[config.mk]
export PLATFORM = sky130hd
export DESIGN_NAME = rsa_ctrl
export DESIGN_NICKNAME = d
export VERILOG_FILES = /design/src/hdl/assert_macros.svh /design/src/hdl/rsa_pkg.sv /design/src/hdl/rsa_ctrl.sv
export SDC_FILE = /design/constraint.sdc
export NUM_CORES = 1
export LEC_CHECK = 0
export ABC_AREA = 1
export BUFFER_PORTS_ARGS = -buffer_cell sky130_fd_sc_hd__buf_2
export CORE_ASPECT_RATIO = 0.9
export CORE_MARGIN = 3
export CORE_UTILIZATION = 56
export CTS_CLUSTER_DIAMETER = 150
export DETAILED_ROUTE_END_ITERATION = 12
export GPL_ROUTABILITY_DRIVEN = 0
export HOLD_SLACK_MARGIN = 0.08
export PLACE_DENSITY_LB_ADDON = 0.1
export SLEW_MARGIN = 25
export SYNTH_ARGS = -nofsm -noshare
export SYNTH_HDL_FRONTEND = slang
export SYNTH_SLANG_ARGS = --single-unit
[constraint.sdc]
create_clock -name clk -period 1.6 [get_ports clk]
set_clock_uncertainty 0.1 [all_clocks]
set_input_delay 0.16 -clock clk [delete_from_list [all_inputs] [get_ports clk]]
set_output_delay 0.16 -clock clk [all_outputs]
set_load 0.01 [all_outputs]
[src/hdl/assert_macros.svh]
// assertion macros shared by the rsa core
// no dependencies; clock and active-low reset are passed in
`ifndef ASSERT_MACROS_SVH
`define ASSERT_MACROS_SVH

// same-cycle implication, held off during reset
`define ASSERT_IMP(lbl, clk, rst_n, ante, cons) \
  lbl: assert property (@(posedge clk) disable iff (!rst_n) (ante) |-> (cons)) \
    else $error("assertion failed");

// next-cycle implication, held off during reset
`define ASSERT_NXT(lbl, clk, rst_n, ante, cons) \
  lbl: assert property (@(posedge clk) disable iff (!rst_n) (ante) |=> (cons)) \
    else $error("assertion failed");

`endif

[src/hdl/rsa_pkg.sv]
// shared types, constants and width helpers for the rsa core
// used by every module of the block; no dependencies
`timescale 1ns / 1ps

package rsa_pkg;

  localparam int MSG_W        = 62;
  localparam int CFG_W        = 31;
  localparam int CFG_IDX_W    = 1;
  localparam int PRIME_BITS_D = 31;
  localparam int P_RESET      = 61;
  localparam int Q_RESET      = 53;

  // register indexes of the config port
  localparam logic [CFG_IDX_W-1:0] REG_PRIME_P = 1'b0;
  localparam logic [CFG_IDX_W-1:0] REG_PRIME_Q = 1'b1;

  // request kinds
  localparam logic REQ_ENCRYPT = 1'b0;
  localparam logic REQ_DECRYPT = 1'b1;

  // datapath width: room for n and for the raw message
  function automatic int data_width(input int pb);
    return (2 * pb > MSG_W) ? 2 * pb : MSG_W;
  endfunction

  // datapath micro operations
  typedef enum logic [4:0] {
    OP_NONE,
    OP_LOAD,
    OP_PHI,
    OP_GCD_INIT,
    OP_GCD_DIV,
    OP_GCD_STEP,
    OP_E_INC,
    OP_INV_INIT,
    OP_INV_DIV,
    OP_INV_MUL,
    OP_INV_UPD,
    OP_D_SET,
    OP_POW_INIT,
    OP_POW_BASE,
    OP_POW_MACC,
    OP_POW_WACC,
    OP_POW_SQ,
    OP_POW_WSQ,
    OP_FINISH
  } op_t;

  // datapath status back to the controller
  typedef struct packed {
    logic div_busy;
    logic mm_busy;
    logic n_zero;
    logic e_lt_phi;
    logic ga_zero;
    logic gb_one;
    logic phi_ge2;
    logic inv_go;
    logic ex_zero;
    logic ex_lsb;
  } status_t;

endpackage

[src/hdl/rsa_ctrl.sv]
// rsa controller: sequences key setup, inverse and exponentiation
// depends on rsa_pkg for op codes and the status struct
`timescale 1ns / 1ps

module rsa_ctrl (
  input  logic             clk,
  input  logic             rst_n,
  input  logic             start,
  input  rsa_pkg::status_t status,
  output rsa_pkg::op_t     op,
  output logic             busy,
  output logic             out_valid
);

  typedef enum logic [16:0] {
    ST_IDLE  = 17'h00001,
    ST_PHI   = 17'h00002,
    ST_ECHK  = 17'h00004,
    ST_GCHK  = 17'h00008,
    ST_GWAIT = 17'h00010,
    ST_DINIT = 17'h00020,
    ST_ICHK  = 17'h00040,
    ST_IDIV  = 17'h00080,
    ST_IMUL  = 17'h00100,
    ST_PINIT = 17'h00200,
    ST_PBASE = 17'h00400,
    ST_PCHK  = 17'h00800,
    ST_PACC  = 17'h01000,
    ST_PSQS  = 17'h02000,
    ST_PSQ   = 17'h04000,
    ST_FIN   = 17'h08000,
    ST_DONE  = 17'h10000
  } state_t;

  state_t state_r;
  state_t state_nxt;

  // next state and micro operation
  always_comb begin
    state_nxt = state_r;
    op        = rsa_pkg::OP_NONE;
    unique case (state_r)
      ST_IDLE: begin
        if (start) begin
          op        = rsa_pkg::OP_LOAD;
          state_nxt = ST_PHI;
        end
      end
      ST_PHI: begin
        op        = rsa_pkg::OP_PHI;
        state_nxt = ST_ECHK;
      end
      // search for the public exponent
      ST_ECHK: begin
        if (status.n_zero) begin
          state_nxt = ST_FIN;
        end else if (status.e_lt_phi) begin
          op        = rsa_pkg::OP_GCD_INIT;
          state_nxt = ST_GCHK;
        end else begin
          state_nxt = ST_DINIT;
        end
      end
      ST_GCHK: begin
        if (status.ga_zero) begin
          if (status.gb_one) begin
            state_nxt = ST_DINIT;
          end else begin
            op        = rsa_pkg::OP_E_INC;
            state_nxt = ST_ECHK;
          end
        end else begin
          op        = rsa_pkg::OP_GCD_DIV;
          state_nxt = ST_GWAIT;
        end
      end
      ST_GWAIT: begin
        if (!status.div_busy) begin
          op        = rsa_pkg::OP_GCD_STEP;
          state_nxt = ST_GCHK;
        end
      end
      // private exponent by extended euclid
      ST_DINIT: begin
        if (status.phi_ge2) begin
          op        = rsa_pkg::OP_INV_INIT;
          state_nxt = ST_ICHK;
        end else begin
          state_nxt = ST_PINIT;
        end
      end
      ST_ICHK: begin
        if (status.inv_go) begin
          op        = rsa_pkg::OP_INV_DIV;
          state_nxt = ST_IDIV;
        end else begin
          op        = rsa_pkg::OP_D_SET;
          state_nxt = ST_PINIT;
        end
      end
      ST_IDIV: begin
        if (!status.div_busy) begin
          op        = rsa_pkg::OP_INV_MUL;
          state_nxt = ST_IMUL;
        end
      end
      ST_IMUL: begin
        if (!status.mm_busy) begin
          op        = rsa_pkg::OP_INV_UPD;
          state_nxt = ST_ICHK;
        end
      end
      // square and multiply, lsb first
      ST_PINIT: begin
        op        = rsa_pkg::OP_POW_INIT;
        state_nxt = ST_PBASE;
      end
      ST_PBASE: begin
        if (!status.div_busy) begin
          op        = rsa_pkg::OP_POW_BASE;
          state_nxt = ST_PCHK;
        end
      end
      ST_PCHK: begin
        if (status.ex_zero) begin
          state_nxt = ST_FIN;
        end else if (status.ex_lsb) begin
          op        = rsa_pkg::OP_POW_MACC;
          state_nxt = ST_PACC;
        end else begin
          op        = rsa_pkg::OP_POW_SQ;
          state_nxt = ST_PSQ;
        end
      end
      ST_PACC: begin
        if (!status.mm_busy) begin
          op        = rsa_pkg::OP_POW_WACC;
          state_nxt = ST_PSQS;
        end
      end
      ST_PSQS: begin
        op        = rsa_pkg::OP_POW_SQ;
        state_nxt = ST_PSQ;
      end
      ST_PSQ: begin
        if (!status.mm_busy) begin
          op        = rsa_pkg::OP_POW_WSQ;
          state_nxt = ST_PCHK;
        end
      end
      ST_FIN: begin
        op        = rsa_pkg::OP_FINISH;
        state_nxt = ST_DONE;
      end
      ST_DONE: state_nxt = ST_IDLE;
      default: state_nxt = ST_IDLE;
    endcase
  end

  // state register
  always_ff @(posedge clk) begin
    if (!rst_n) begin
      state_r <= ST_IDLE;
    end else begin
      state_r <= state_nxt;
    end
  end

  assign busy      = (state_r != ST_IDLE);
  assign out_valid = (state_r == ST_DONE);

endmodule

==> flow_metrics.tcl, run 1 <==
set metrics [dict create \
    outcome "stopped before the end" \
    outcome.stop_stage "clock tree synthesis (4_1_cts)" \
    error_message "[ERROR DPL-0033] detailed placement checks failed during check placement." \
    die_x_um 57.47 \
    yosys.area_share.adder_pct 0 \
    number_of_placed_instances_with_taps_included 298 \
    fp.dieH_um 52.32 \
    complex_gate_fraction_of_the_synthesized_area_pct 8.622 \
    total_of_flip_flops_plus_latches_after_synthesis 17 \
    synth_xor_area_share_pct 0 \
    synth_edf_count 0 \
    synth_nets 227 \
    numCtsBuffers 3 \
    post_synth_mux_area_share_pct 0 \
    synthesized_instance_count 214 \
    hpwl_um 3252 \
    post_cts_resize_count 63 \
    buffer_ports.inserted 19 \
    synthFlopType "dfxtp_1" \
    count_of_boundary_i_o_pins 20 \
    synth.lib_cells_used.distinct 27 \
    cts.path.max_buffers 2 \
    sequential_element_share_of_the_synthesized_area_pct 25.49 \
    postCtsHoldBufs 8 \
    cts.sink_count 17 \
    post_cts_buffers 17 \
    cts_htree_levels 1 \
    ctsRootBufferMaster "clkbuf_4" \
    initial_utilization_pct 60.08 \
    synth_area_per_cell_um2 6.238 \
    mappedNetlistArea_um2 1335 \
    place_ws_ns -0.2421 \
    core.rowCount 16 \
    async_reset_ff_share_pct 0 \
    synth_top_family_by_area "simple AND/OR/NAND/NOR gates" \
    yosysWarningCount 0 \
    yosys.area_share.simple_pct 56.33 \
]
metrics by stage:
step / hold WS [ns] / area [um^2] / util [%]
2_1_floorplan: 0.1287 / 1335 / -
3_3_place_gp: 0.2578 / 1753 / 78.89
3_5_place_dp: 0.2604 / 1753 / 78.89
Yosys cell counts (2+ instances only):
master    instances  share of area [%]
nand3_2           5                3.7
a21oi_1           8                3.0
nand4_1           3                1.4
nor2_8            2                3.0
nor3_1            7                2.6
a21oi_2           2                1.3
nor2_2            7                3.3
nand3b_1          4                2.2
nand2_1          44                 12
dfxtp_1          17                 25
nand2_2           7                3.3
inv_1            32                9.0
nand3_1          22                8.2
o31ai_1           2                1.1
nand2_4           2                1.7
o21ai_0           3                1.1
nor2_1           37                 10
logic make-up after synthesis:
group           after synthesis
simple gates                145
flops                        17
buf+inv                      34
compound gates               18
==> run 2, diff against run 1 <==
--- a/config.mk
+++ b/config.mk
@@ -7,14 +7,11 @@
 export LEC_CHECK = 0
 export ABC_AREA = 1
 export BUFFER_PORTS_ARGS = -buffer_cell sky130_fd_sc_hd__buf_2
-export CORE_ASPECT_RATIO = 0.9
-export CORE_MARGIN = 3
-export CORE_UTILIZATION = 56
-export CTS_CLUSTER_DIAMETER = 150
+export CORE_AREA = 3 3 64 66
 export DETAILED_ROUTE_END_ITERATION = 12
+export DIE_AREA = 0 0 67 69
 export GPL_ROUTABILITY_DRIVEN = 0
-export HOLD_SLACK_MARGIN = 0.08
-export PLACE_DENSITY_LB_ADDON = 0.1
+export PLACE_DENSITY_LB_ADDON = 0.15
 export SLEW_MARGIN = 25
 export SYNTH_ARGS = -nofsm -noshare
 export SYNTH_HDL_FRONTEND = slang
==> run 2 against run 1 <==
The flow now finishes, with violations (negative setup slack). Synthesized area did not move. Synthesized cell count did not move.
==> flow_metrics.tcl, run 2 <==
set metrics [dict create \
    async_reset_ff_share_pct 0 \
    pin_count_of_the_biggest_net_entering_global_routing 10 \
    synth.lib_cells_used.distinct 27 \
    area_inside_the_core_boundary_um2 3633 \
    grt_pass1_wl_um 7803 \
    ys_top_cells_by_count "nand2_1 (44), nor2_1 (37), inv_1 (32), nand3_1 (22), dfxtp_1 (17)" \
    tritoncts_clock_tree "done" \
    timing.final.ws_setup_ns -0.4305 \
    synthesized_instance_count 214 \
    violations "negative setup slack" \
    vias 1702 \
    power.density_nw_per_um2 910.5 \
    drive_above_1_share_pct 59.28 \
    buffer_ports.inserted 19 \
    synth_top_family_by_area "simple AND/OR/NAND/NOR gates" \
    die_x_um 67 \
    drtPass1Iterations 4 \
    fp.dieArea_um2 4623 \
    crit_path_frequent_cell "inv_1" \
    drcViolationCount 0 \
    mappedNetlistArea_um2 1335 \
    hold_viol_final 0 \
    clock.fmax_ghz 0.4925 \
    wl_per_cell_um 13.12 \
    r2r_slack_ns -0.33 \
    period_minus_slack_ns 2.030 \
    sequential_element_share_of_the_synthesized_area_pct 25.49 \
    cp-start-kind "flip-flop" \
    power.sequential.fraction_pct 23.2 \
    largest_reg_flops 17 \
    detail_route.iter0.violations 76 \
    areaGrowthSynthToFinish_pct 76.57 \
    worstPathRequired_ns 1.34 \
    critical_path_top_delay_cell "dfxtp_2" \
    power.ir.vdd_worst_mv 0.3689 \
    post_synth_mux_area_share_pct 0 \
    synth_nets 227 \
    layout_nets 321 \
    crit_chain "nor2_4 > nand3_1 > inv_1 > nand3_2 > inv_1 > nand3b_1 > nand2_1 > nor2_1 > o211ai_1 > buf_2" \
    yosys.area_share.simple_pct 56.33 \
    total_of_flip_flops_plus_latches_after_synthesis 17 \
    cpLargestDelayFamily "simple AND/OR/NAND/NOR gates" \
    transition_time_at_the_pin_with_the_least_slew_margin_ns 0.4491 \
    synthDominantAreaCellType "dfxtp_1" \
    cts.path.max_buffers 2 \
    crit_fanout 3 \
    met3_use_gr_pct 1.954 \
    fp.dieH_um 69 \
    rsz0062_at_grt "yes" \
    cts_htree_levels 1 \
    p_comb_share_pct 60.8 \
    groute.layer.met1.usage_pct 31.08 \
    global_route.peak_usage_layer "met2" \
    power_leakage_nw 1.186 \
    cap_viol_max_count 0 \
    place_ws_ns -0.2588 \
    count_of_final_setup_violators 20 \
    drtAntennaViolNets 0 \
    numCtsBuffers 3 \
    power.share.clock_pct 15.9 \
    count_of_boundary_i_o_pins 20 \
    worstSetupEndpointType "primary output" \
    cts.sink_count 17 \
    yosys.area_share.adder_pct 0 \
    timing.setup.critical_path_class "reg -> out" \
    track_usage_pct 21.55 \
    vias_per_cell 4.794 \
    synthTopCellsByArea "dfxtp_1 (25%), nand2_1 (12%), nor2_1 (10%)" \
    core.rowCount 22 \
    hpwl_um 3359 \
    routed_wirelength_um 4659 \
    p_sw_share_pct 43.38 \
    met2_usage_pct 33.73 \
    synth_area_per_cell_um2 6.238 \
    synth_xor_area_share_pct 0 \
    initial_utilization_pct 36.74 \
    synth_top_area_share_pct 25.49 \
    diodes 0 \
    largest_registers "state_r x17" \
    clkTransAtPathRegs_ns 0.07 \
    min_path_type "in -> reg" \
    top_register "state_r" \
    layout_common_cells "buf_4 (67), nand2_1 (37), inv_1 (29)" \
    power_switching_mw 0.9311 \
    synthFlopType "dfxtp_1" \
    cp_data_arrival_time_ns 1.77 \
    total_power_mw 2.146 \
    grt_overflow 0 \
    complex_gate_fraction_of_the_synthesized_area_pct 8.622 \
    max-slew-margin-rel_pct 69.83 \
    cellInternalPower_mw 1.215 \
    number_of_filler_cells_placed_in_the_layout 327 \
    clk-insertion-delay-late_ns 0.26 \
    max_slew_violation_total_from_the_final_report 0 \
    synth_edf_count 0 \
    yosysWarningCount 0 \
    path_buf_inv 3 \
    mostFrequentLayoutCell "buf_4" \
    finalCritPeriodShare_pct 126.9 \
    first_global_vias 1670 \
    antenna_found_initial 0 \
    cp_slowest_stage_delay_ns 0.34 \
    yosysMostFrequentCell "nand2_1" \
    outcome "complete, but fails checks" \
    ctsRootBufferMaster "clkbuf_8" \
]
-- run 2: cell counts after synthesis --
No cell type changed its count.
-- run 2: through the flow --
| step | hold WS [ns] | utilization, % | TNS (ns) | cells | area (um^2) |
|---|---|---|---|---|---|
| after CTS | 0.005199 | 61.98 | -4.762 | 352 | 2252 |
| after global placement | 0.2635 | 52.41 | -3.283 | 334 | 1904 |
| final | 0.005105 | 64.88 | -5.236 | 355 | 2357 |
| after floorplan | 0.1287 | - | 0 | 214 | 1335 |
| after global routing | 0.02722 | 64.88 | -7.727 | 355 | 2357 |
| after detailed placement | 0.2749 | 52.41 | -3.242 | 334 | 1904 |
-- run 2: logic make-up after synthesis --
logic type,Yosys count
compound gates,18
buf+inv,34
simple gates,145
flops,17
-- run 2: power by group through the flow --
stage	sequential, mW	clock (mW)	combinational (mW)
after floorplan	0.487	0	0.578
after global placement	0.489	0	0.946
after detailed placement	0.489	0	0.945
after CTS	0.499	0.348	1.22
after global routing	0.504	0.372	1.41
final	0.499	0.342	1.31
-- run 2: final timing paths --
check,from,to,cells after the start
max,state_r[5],op[0],10
min,rst_n,state_r[0],2
max reg2reg,state_r[5],state_r[14],12
min reg2reg,state_r[8],state_r[8],2
-- run 2: layout make-up --
class / count / area, um^2 / area share [%]
multi-input cells: 163 / 1115 / 47.29
repair buffers: 90 / 651.9 / 27.65
flip-flops and latches: 17 / 361.6 / 15.34
clock buffers: 4 / 45.04 / 1.911
well taps: 48 / 60.06 / 2.548
inverters: 33 / 123.9 / 5.255
-- run 2: routing by layer --
layer	up-vias	wire (um)
met1	792	2217
met2	28	2247
met5	-	0
met3	8	120
met4	0	74
li1	874	-
-- run 2: repair_timing --
action	4_1_cts	5_1_grt
hold buffers	0	0
setup endpoints to repair	21	21
gates resized for setup	57	25
buffers inserted	14	3
pin swaps	24	14
(Power assumes the default switching activity.)
==> run 3, diff against run 2 <==
--- a/config.mk
+++ b/config.mk
@@ -6,6 +6,7 @@
 export NUM_CORES = 1
 export LEC_CHECK = 0
 export ABC_AREA = 1
+export ABC_CLOCK_PERIOD_IN_PS = 2200
 export BUFFER_PORTS_ARGS = -buffer_cell sky130_fd_sc_hd__buf_2
 export CORE_AREA = 3 3 64 66
 export DETAILED_ROUTE_END_ITERATION = 12
==> constraint.sdc (replaced) <==
create_clock -name clk -period 2.2 [get_ports clk]
set_clock_uncertainty 0.1 [all_clocks]
set_input_delay 0.11 -clock clk [delete_from_list [all_inputs] [get_ports clk]]
set_output_delay 0.11 -clock clk [all_outputs]
set_load 0.01 [all_outputs]
==> run 3 against run 2 <==
Cell count fell by 18%. Critical path depth decreased by 1. Worst setup slack improved by 0.49 ns. Clock-buffer cell count is the same. Combinational power is 52% lower. Largest cell class unchanged. Global-route usage shrank 5.3 points. Clock power is 29% lower. The flow now finishes without violations. Cell area is 32% lower.
==> flow_metrics.tcl, run 3 (synthesized netlist as in run 2, its figures left out) <==
set metrics [dict create \
    outcome "complete, no violations" \
    initial_utilization_pct 36.74 \
    worstPathRequired_ns 1.99 \
    drcViolationCount 0 \
    drtPass1Iterations 4 \
    clk-insertion-delay-late_ns 0.26 \
    clkTransAtPathRegs_ns 0.07 \
    area_inside_the_core_boundary_um2 3633 \
    period_minus_slack_ns 2.136 \
    r2r_slack_ns 0.31 \
    crit_fanout 6 \
    buffer_ports.inserted 19 \
    detail_route.iter0.violations 80 \
    power_leakage_nw 0.8304 \
    timing.setup.critical_path_class "reg -> out" \
    worst_hold_slack_ns 0.02033 \
    total_power_mw 1.220 \
    tritoncts_clock_tree "done" \
    numCtsBuffers 3 \
    power.density_nw_per_um2 760.8 \
    number_of_filler_cells_placed_in_the_layout 404 \
    fp.dieH_um 69 \
    core.rowCount 22 \
    place_ws_ns 0.3311 \
    layout_common_cells "nand2_1 (44), nor2_1 (35), inv_1 (31)" \
    final_cell_area_excluding_filler_cells_um2 1604 \
    die_x_um 67 \
    cts.sink_count 17 \
    drtAntennaViolNets 0 \
    pin_count_of_the_biggest_net_entering_global_routing 16 \
    cts_htree_levels 1 \
    reg_to_reg_start "state_r[8]" \
    routed_wirelength_um 3708 \
    transition_time_at_the_pin_with_the_least_slew_margin_ns 0.5783 \
    grt_overflow 0 \
    vias 1400 \
    largest_registers "state_r x17" \
    cap_viol_max_count 0 \
    ctsRootBufferMaster "clkbuf_8" \
    power.ir.vdd_worst_mv 0.3693 \
    cell_count_of_the_worst_reg_to_reg_path 11 \
    place_area_um2 1494 \
    cts.path.max_buffers 2 \
    layout_nets 256 \
    whs_endpoint "state_r[7]" \
    areaGrowthSynthToFinish_pct 20.15 \
    drive_above_1_share_pct 26.45 \
    fp.dieArea_um2 4623 \
    max-slew-margin-rel_pct 61.40 \
    track_usage_pct 16.23 \
    clock.fmax_ghz 0.4682 \
    timing.final.ws_setup_ns 0.06394 \
    count_of_boundary_i_o_pins 20 \
    wl_per_cell_um 12.79 \
    hold_viol_final 0 \
    count_of_final_setup_violators 0 \
    min_path_type "in -> reg" \
    rr_endpoint "state_r[0]" \
    grt_pass1_wl_um 5871 \
    min_path_cells 3 \
    vias_per_cell 4.828 \
    hold_path.startpoint "status[2]" \
    largest_reg_flops 17 \
    totalNegativeSetupSlack_ns 0 \
    max_slew_violation_total_from_the_final_report 0 \
    top_register "state_r" \
    cp-start-kind "flip-flop" \
    antenna_found_initial 0 \
    finalCritPeriodShare_pct 97.09 \
    cp_data_arrival_time_ns 1.93 \
    worstSetupEndpointType "primary output" \
    hpwl_um 2867 \
    mostFrequentLayoutCell "nand2_1" \
    diodes 0 \
    first_global_vias 1226 \
]
## run 3: worst max-delay path by stage
stage	from	endpoint	slack (ns)
final	state_r[8]	op[0]	0.06
after global routing	state_r[8]	op[0]	-0.006
after CTS	state_r[0]	op[0]	0.05
after detailed placement	state_r[0]	op[0]	0.33
after global placement	state_r[8]	op[1]	0.32
after floorplan	state_r[0]	op[0]	0.68
## run 3: timing repair
action | in CTS | in global routing
endpoints found under the setup margin | 0 | 3
hold buffers | 1 | 0
setup buffers | 0 | 4
gates resized for setup | 0 | 9
endpoints found under the hold margin | 1 | 0
## run 3: through the flow
step / instances / utilization [%]
after global routing: 290 / 44.15
after floorplan: 214 / -
after detailed placement: 281 / 41.12
after CTS: 286 / 42.63
after global placement: 281 / 41.12
final: 290 / 44.15
## run 3: critical path, cell delays in order, from the launching register on
cell      delay, ns
dfxtp_1        0.36
nor2_1         0.14
nand2_2        0.13
nor2_8         0.17
buf_2          0.18
nand3_2        0.13
o21ai_2        0.22
nor2_1         0.09
o211ai_1       0.08
buf_2          0.16
## run 3: where the power goes
part	internal [mW]	switching, mW
sequential	0.334	0.0199
clock	0.129	0.115
combinational	0.218	0.405
## run 3: per-layer routing
metal	track usage (%)	routed length, um
met1	24.93	1835
met2	23.58	1700
met3	1.954	136
met4	4.054	36
met5	0	0
## run 3: cell type report
class / instances / area, um^2 / area share, %
multi-input cells: 163 / 894.6 / 55.77
flip-flops and latches: 17 / 340.3 / 21.22
repair buffers: 25 / 140.1 / 8.736
inverters: 33 / 123.9 / 7.722
well taps: 48 / 60.06 / 3.744
clock buffers: 4 / 45.04 / 2.808
==> run 4, diff against run 3 <==
--- a/config.mk
+++ b/config.mk
@@ -12,7 +12,7 @@
 export DETAILED_ROUTE_END_ITERATION = 12
 export DIE_AREA = 0 0 67 69
 export GPL_ROUTABILITY_DRIVEN = 0
-export PLACE_DENSITY_LB_ADDON = 0.15
+export PLACE_DENSITY = 0.59
 export SLEW_MARGIN = 25
 export SYNTH_ARGS = -nofsm -noshare
 export SYNTH_HDL_FRONTEND = slang
==> constraint.sdc (replaced) <==
create_clock -name clk -period 2.2 [get_ports clk]
set_clock_uncertainty 0.1 [all_clocks]
set_input_delay 0.33 -clock clk [delete_from_list [all_inputs] [get_ports clk]]
set_output_delay 0.33 -clock clk [all_outputs]
set_load 0.01 [all_outputs]
==> run 4 against run 3 <==
The run now ends with negative setup slack left. Worst setup slack got worse by 0.067 ns. Via count rose by 5.6%. Critical endpoint unchanged. Hold slack improved by 0.14 ns. Sequential share of layout area fell by 1.3 points. Register-to-register slack improved by 0.08 ns. Core utilization rose by 5.2 points. Cell area rose by 12%. Combinational power rose by 19%. Routed wire length rose by 11%. Non-clock buffer count rose by 4.
==> flow_metrics.tcl, run 4 (synthesized netlist as in run 2, its figures left out) <==
set metrics [dict create \
    cp_data_arrival_time_ns 1.77 \
    vias_per_cell 5.010 \
    antenna_found_initial 0 \
    drive_above_1_share_pct 39.27 \
    crit_chain "nor2_2 > nand2_4 > nor2_8 > nand3_4 > or2_1 > nand2_1 > nor2_1 > o211ai_1 > buf_2" \
    drtPass1Iterations 4 \
    diodes 0 \
    cp_slowest_stage_delay_ns 0.35 \
    grt_overflow 0 \
    fp.dieH_um 69 \
    wl_per_cell_um 13.94 \
    rsz0062_at_grt "yes" \
    count_of_final_setup_violators 1 \
    first_global_vias 1377 \
    ctsRootBufferMaster "clkbuf_8" \
    largest_reg_flops 17 \
    cts.path.max_buffers 2 \
    min_path_type "in -> reg" \
    finalCritPeriodShare_pct 100.2 \
    place_area_um2 1501 \
    transition_time_at_the_pin_with_the_least_slew_margin_ns 0.5831 \
    routed_wirelength_um 4113 \
    timing.setup.critical_path_class "reg -> out" \
    detail_route.iter0.violations 75 \
    power.ir.vdd_worst_mv 0.3089 \
    grt_pass1_wl_um 6458 \
    count_of_boundary_i_o_pins 20 \
    crit_fanout 8 \
    cp-start-kind "flip-flop" \
    reg_to_reg_start "state_r[16]" \
    period_minus_slack_ns 2.204 \
    hpwl_um 2852 \
    total_power_mw 1.352 \
    initial_utilization_pct 36.74 \
    clkTransAtPathRegs_ns 0.07 \
    final_cell_area_excluding_filler_cells_um2 1792 \
    cell_count_of_the_worst_reg_to_reg_path 10 \
    power.sequential.fraction_pct 26.8 \
    outcome "complete, but fails checks" \
    numCtsBuffers 3 \
    clk-insertion-delay-late_ns 0.26 \
    tritoncts_clock_tree "done" \
    fp.dieArea_um2 4623 \
    layout_common_cells "nand2_1 (42), nor2_1 (31), inv_1 (29)" \
    drtAntennaViolNets 0 \
    number_of_placed_instances_with_taps_included 282 \
    min_path_cells 2 \
    vias 1478 \
    p_comb_share_pct 54.8 \
    finalNonFillerCells 295 \
    drcViolationCount 0 \
    cts.sink_count 17 \
    pin_count_of_the_biggest_net_entering_global_routing 16 \
    track_usage_pct 17.89 \
    core.rowCount 22 \
    hold_viol_final 0 \
    power_switching_mw 0.6227 \
    layout_nets 261 \
    buffer_ports.inserted 19 \
    critical_path_origin "state_r[9]" \
    max-slew-margin-rel_pct 61.09 \
    die_x_um 67 \
    cap_viol_max_count 0 \
    worstSetupEndpointType "primary output" \
    worstPathRequired_ns 1.77 \
    max_slew_violation_total_from_the_final_report 0 \
    critical_path_top_delay_cell "dfxtp_2" \
    top_register "state_r" \
    clock.fmax_ghz 0.4538 \
    power.density_nw_per_um2 754.5 \
    areaGrowthSynthToFinish_pct 34.21 \
    cellInternalPower_mw 0.7292 \
    postCtsHoldBufs 0 \
    violations "negative setup slack" \
    cts_htree_levels 1 \
    area_inside_the_core_boundary_um2 3633 \
    largest_registers "state_r x17" \
    p_sw_share_pct 46.06 \
    hold_path.startpoint "rst_n" \
    timing.final.ws_setup_ns -0.003514 \
    mostFrequentLayoutCell "nand2_1" \
    power_leakage_nw 0.8821 \
    power.share.clock_pct 18.4 \
]
run 4: metrics by stage:
step | util [%] | setup TNS [ns] | setup WS (ns) | hold WS, ns
2_1_floorplan | - | 0 | 0.4612 | 0.2987
3_3_place_gp | 41.32 | 0 | 0.1208 | 0.4030
3_5_place_dp | 41.32 | 0 | 0.1827 | 0.4041
4_1_cts | 45.94 | 0 | 0.0003408 | 0.1626
5_1_grt | 49.31 | -0.3447 | -0.1182 | 0.1752
6_report | 49.31 | -0.003514 | -0.003514 | 0.1605
run 4: final cells by class:
| class | count | area [um^2] |
|---|---|---|
| Fill cell | 401 | 1842 |
| Multi-Input combinational cell | 164 | 1036 |
| Sequential cell | 17 | 356.6 |
| Timing Repair Buffer | 29 | 170.2 |
| Inverter | 33 | 123.9 |
| Tap cell | 48 | 60.06 |
| Clock buffer | 4 | 45.04 |
run 4: worst paths after layout:
check           endpoint  slack [ns]
min reg2reg  state_r[12]        0.42
max                op[0]      -0.004
min           state_r[0]        0.16
max reg2reg   state_r[3]        0.39
run 4: power groups by stage:
stage               Sequential, mW  Clock, mW  Combinational, mW
finish                       0.363      0.248              0.741
global route                 0.367      0.262              0.800
CTS                          0.363      0.248              0.699
detailed placement           0.358          0              0.573
global placement             0.359          0              0.578
floorplan                    0.354          0              0.421
run 4: layer usage:
layer / vias to the layer above / routed length (um) / share of wire (%) / GRT usage [%]
li1: 751 / - / - / -
met1: 673 / 1773 / 43 / 24.60
met2: 45 / 2067 / 50 / 27.95
met3: 9 / 188 / 4.6 / 2.606
met4: 0 / 83 / 2.0 / 6.306
met5: - / 0 / 0 / 0
run 4: timing repair:
action,4_1_cts,5_1_grt
buffers inserted,4,4
pin swaps,5,10
gates cloned,1,0
setup endpoints to repair,5,5
resized for setup,22,28
run 4: critical path: cells and delay by family, from the launching register on:
kind	cells	cell delay, ns
buffers and inverters	1	0.16
and+or+nand+nor	7	0.93
DFF	1	0.35
AOI/OAI and AO/OA	1	0.08
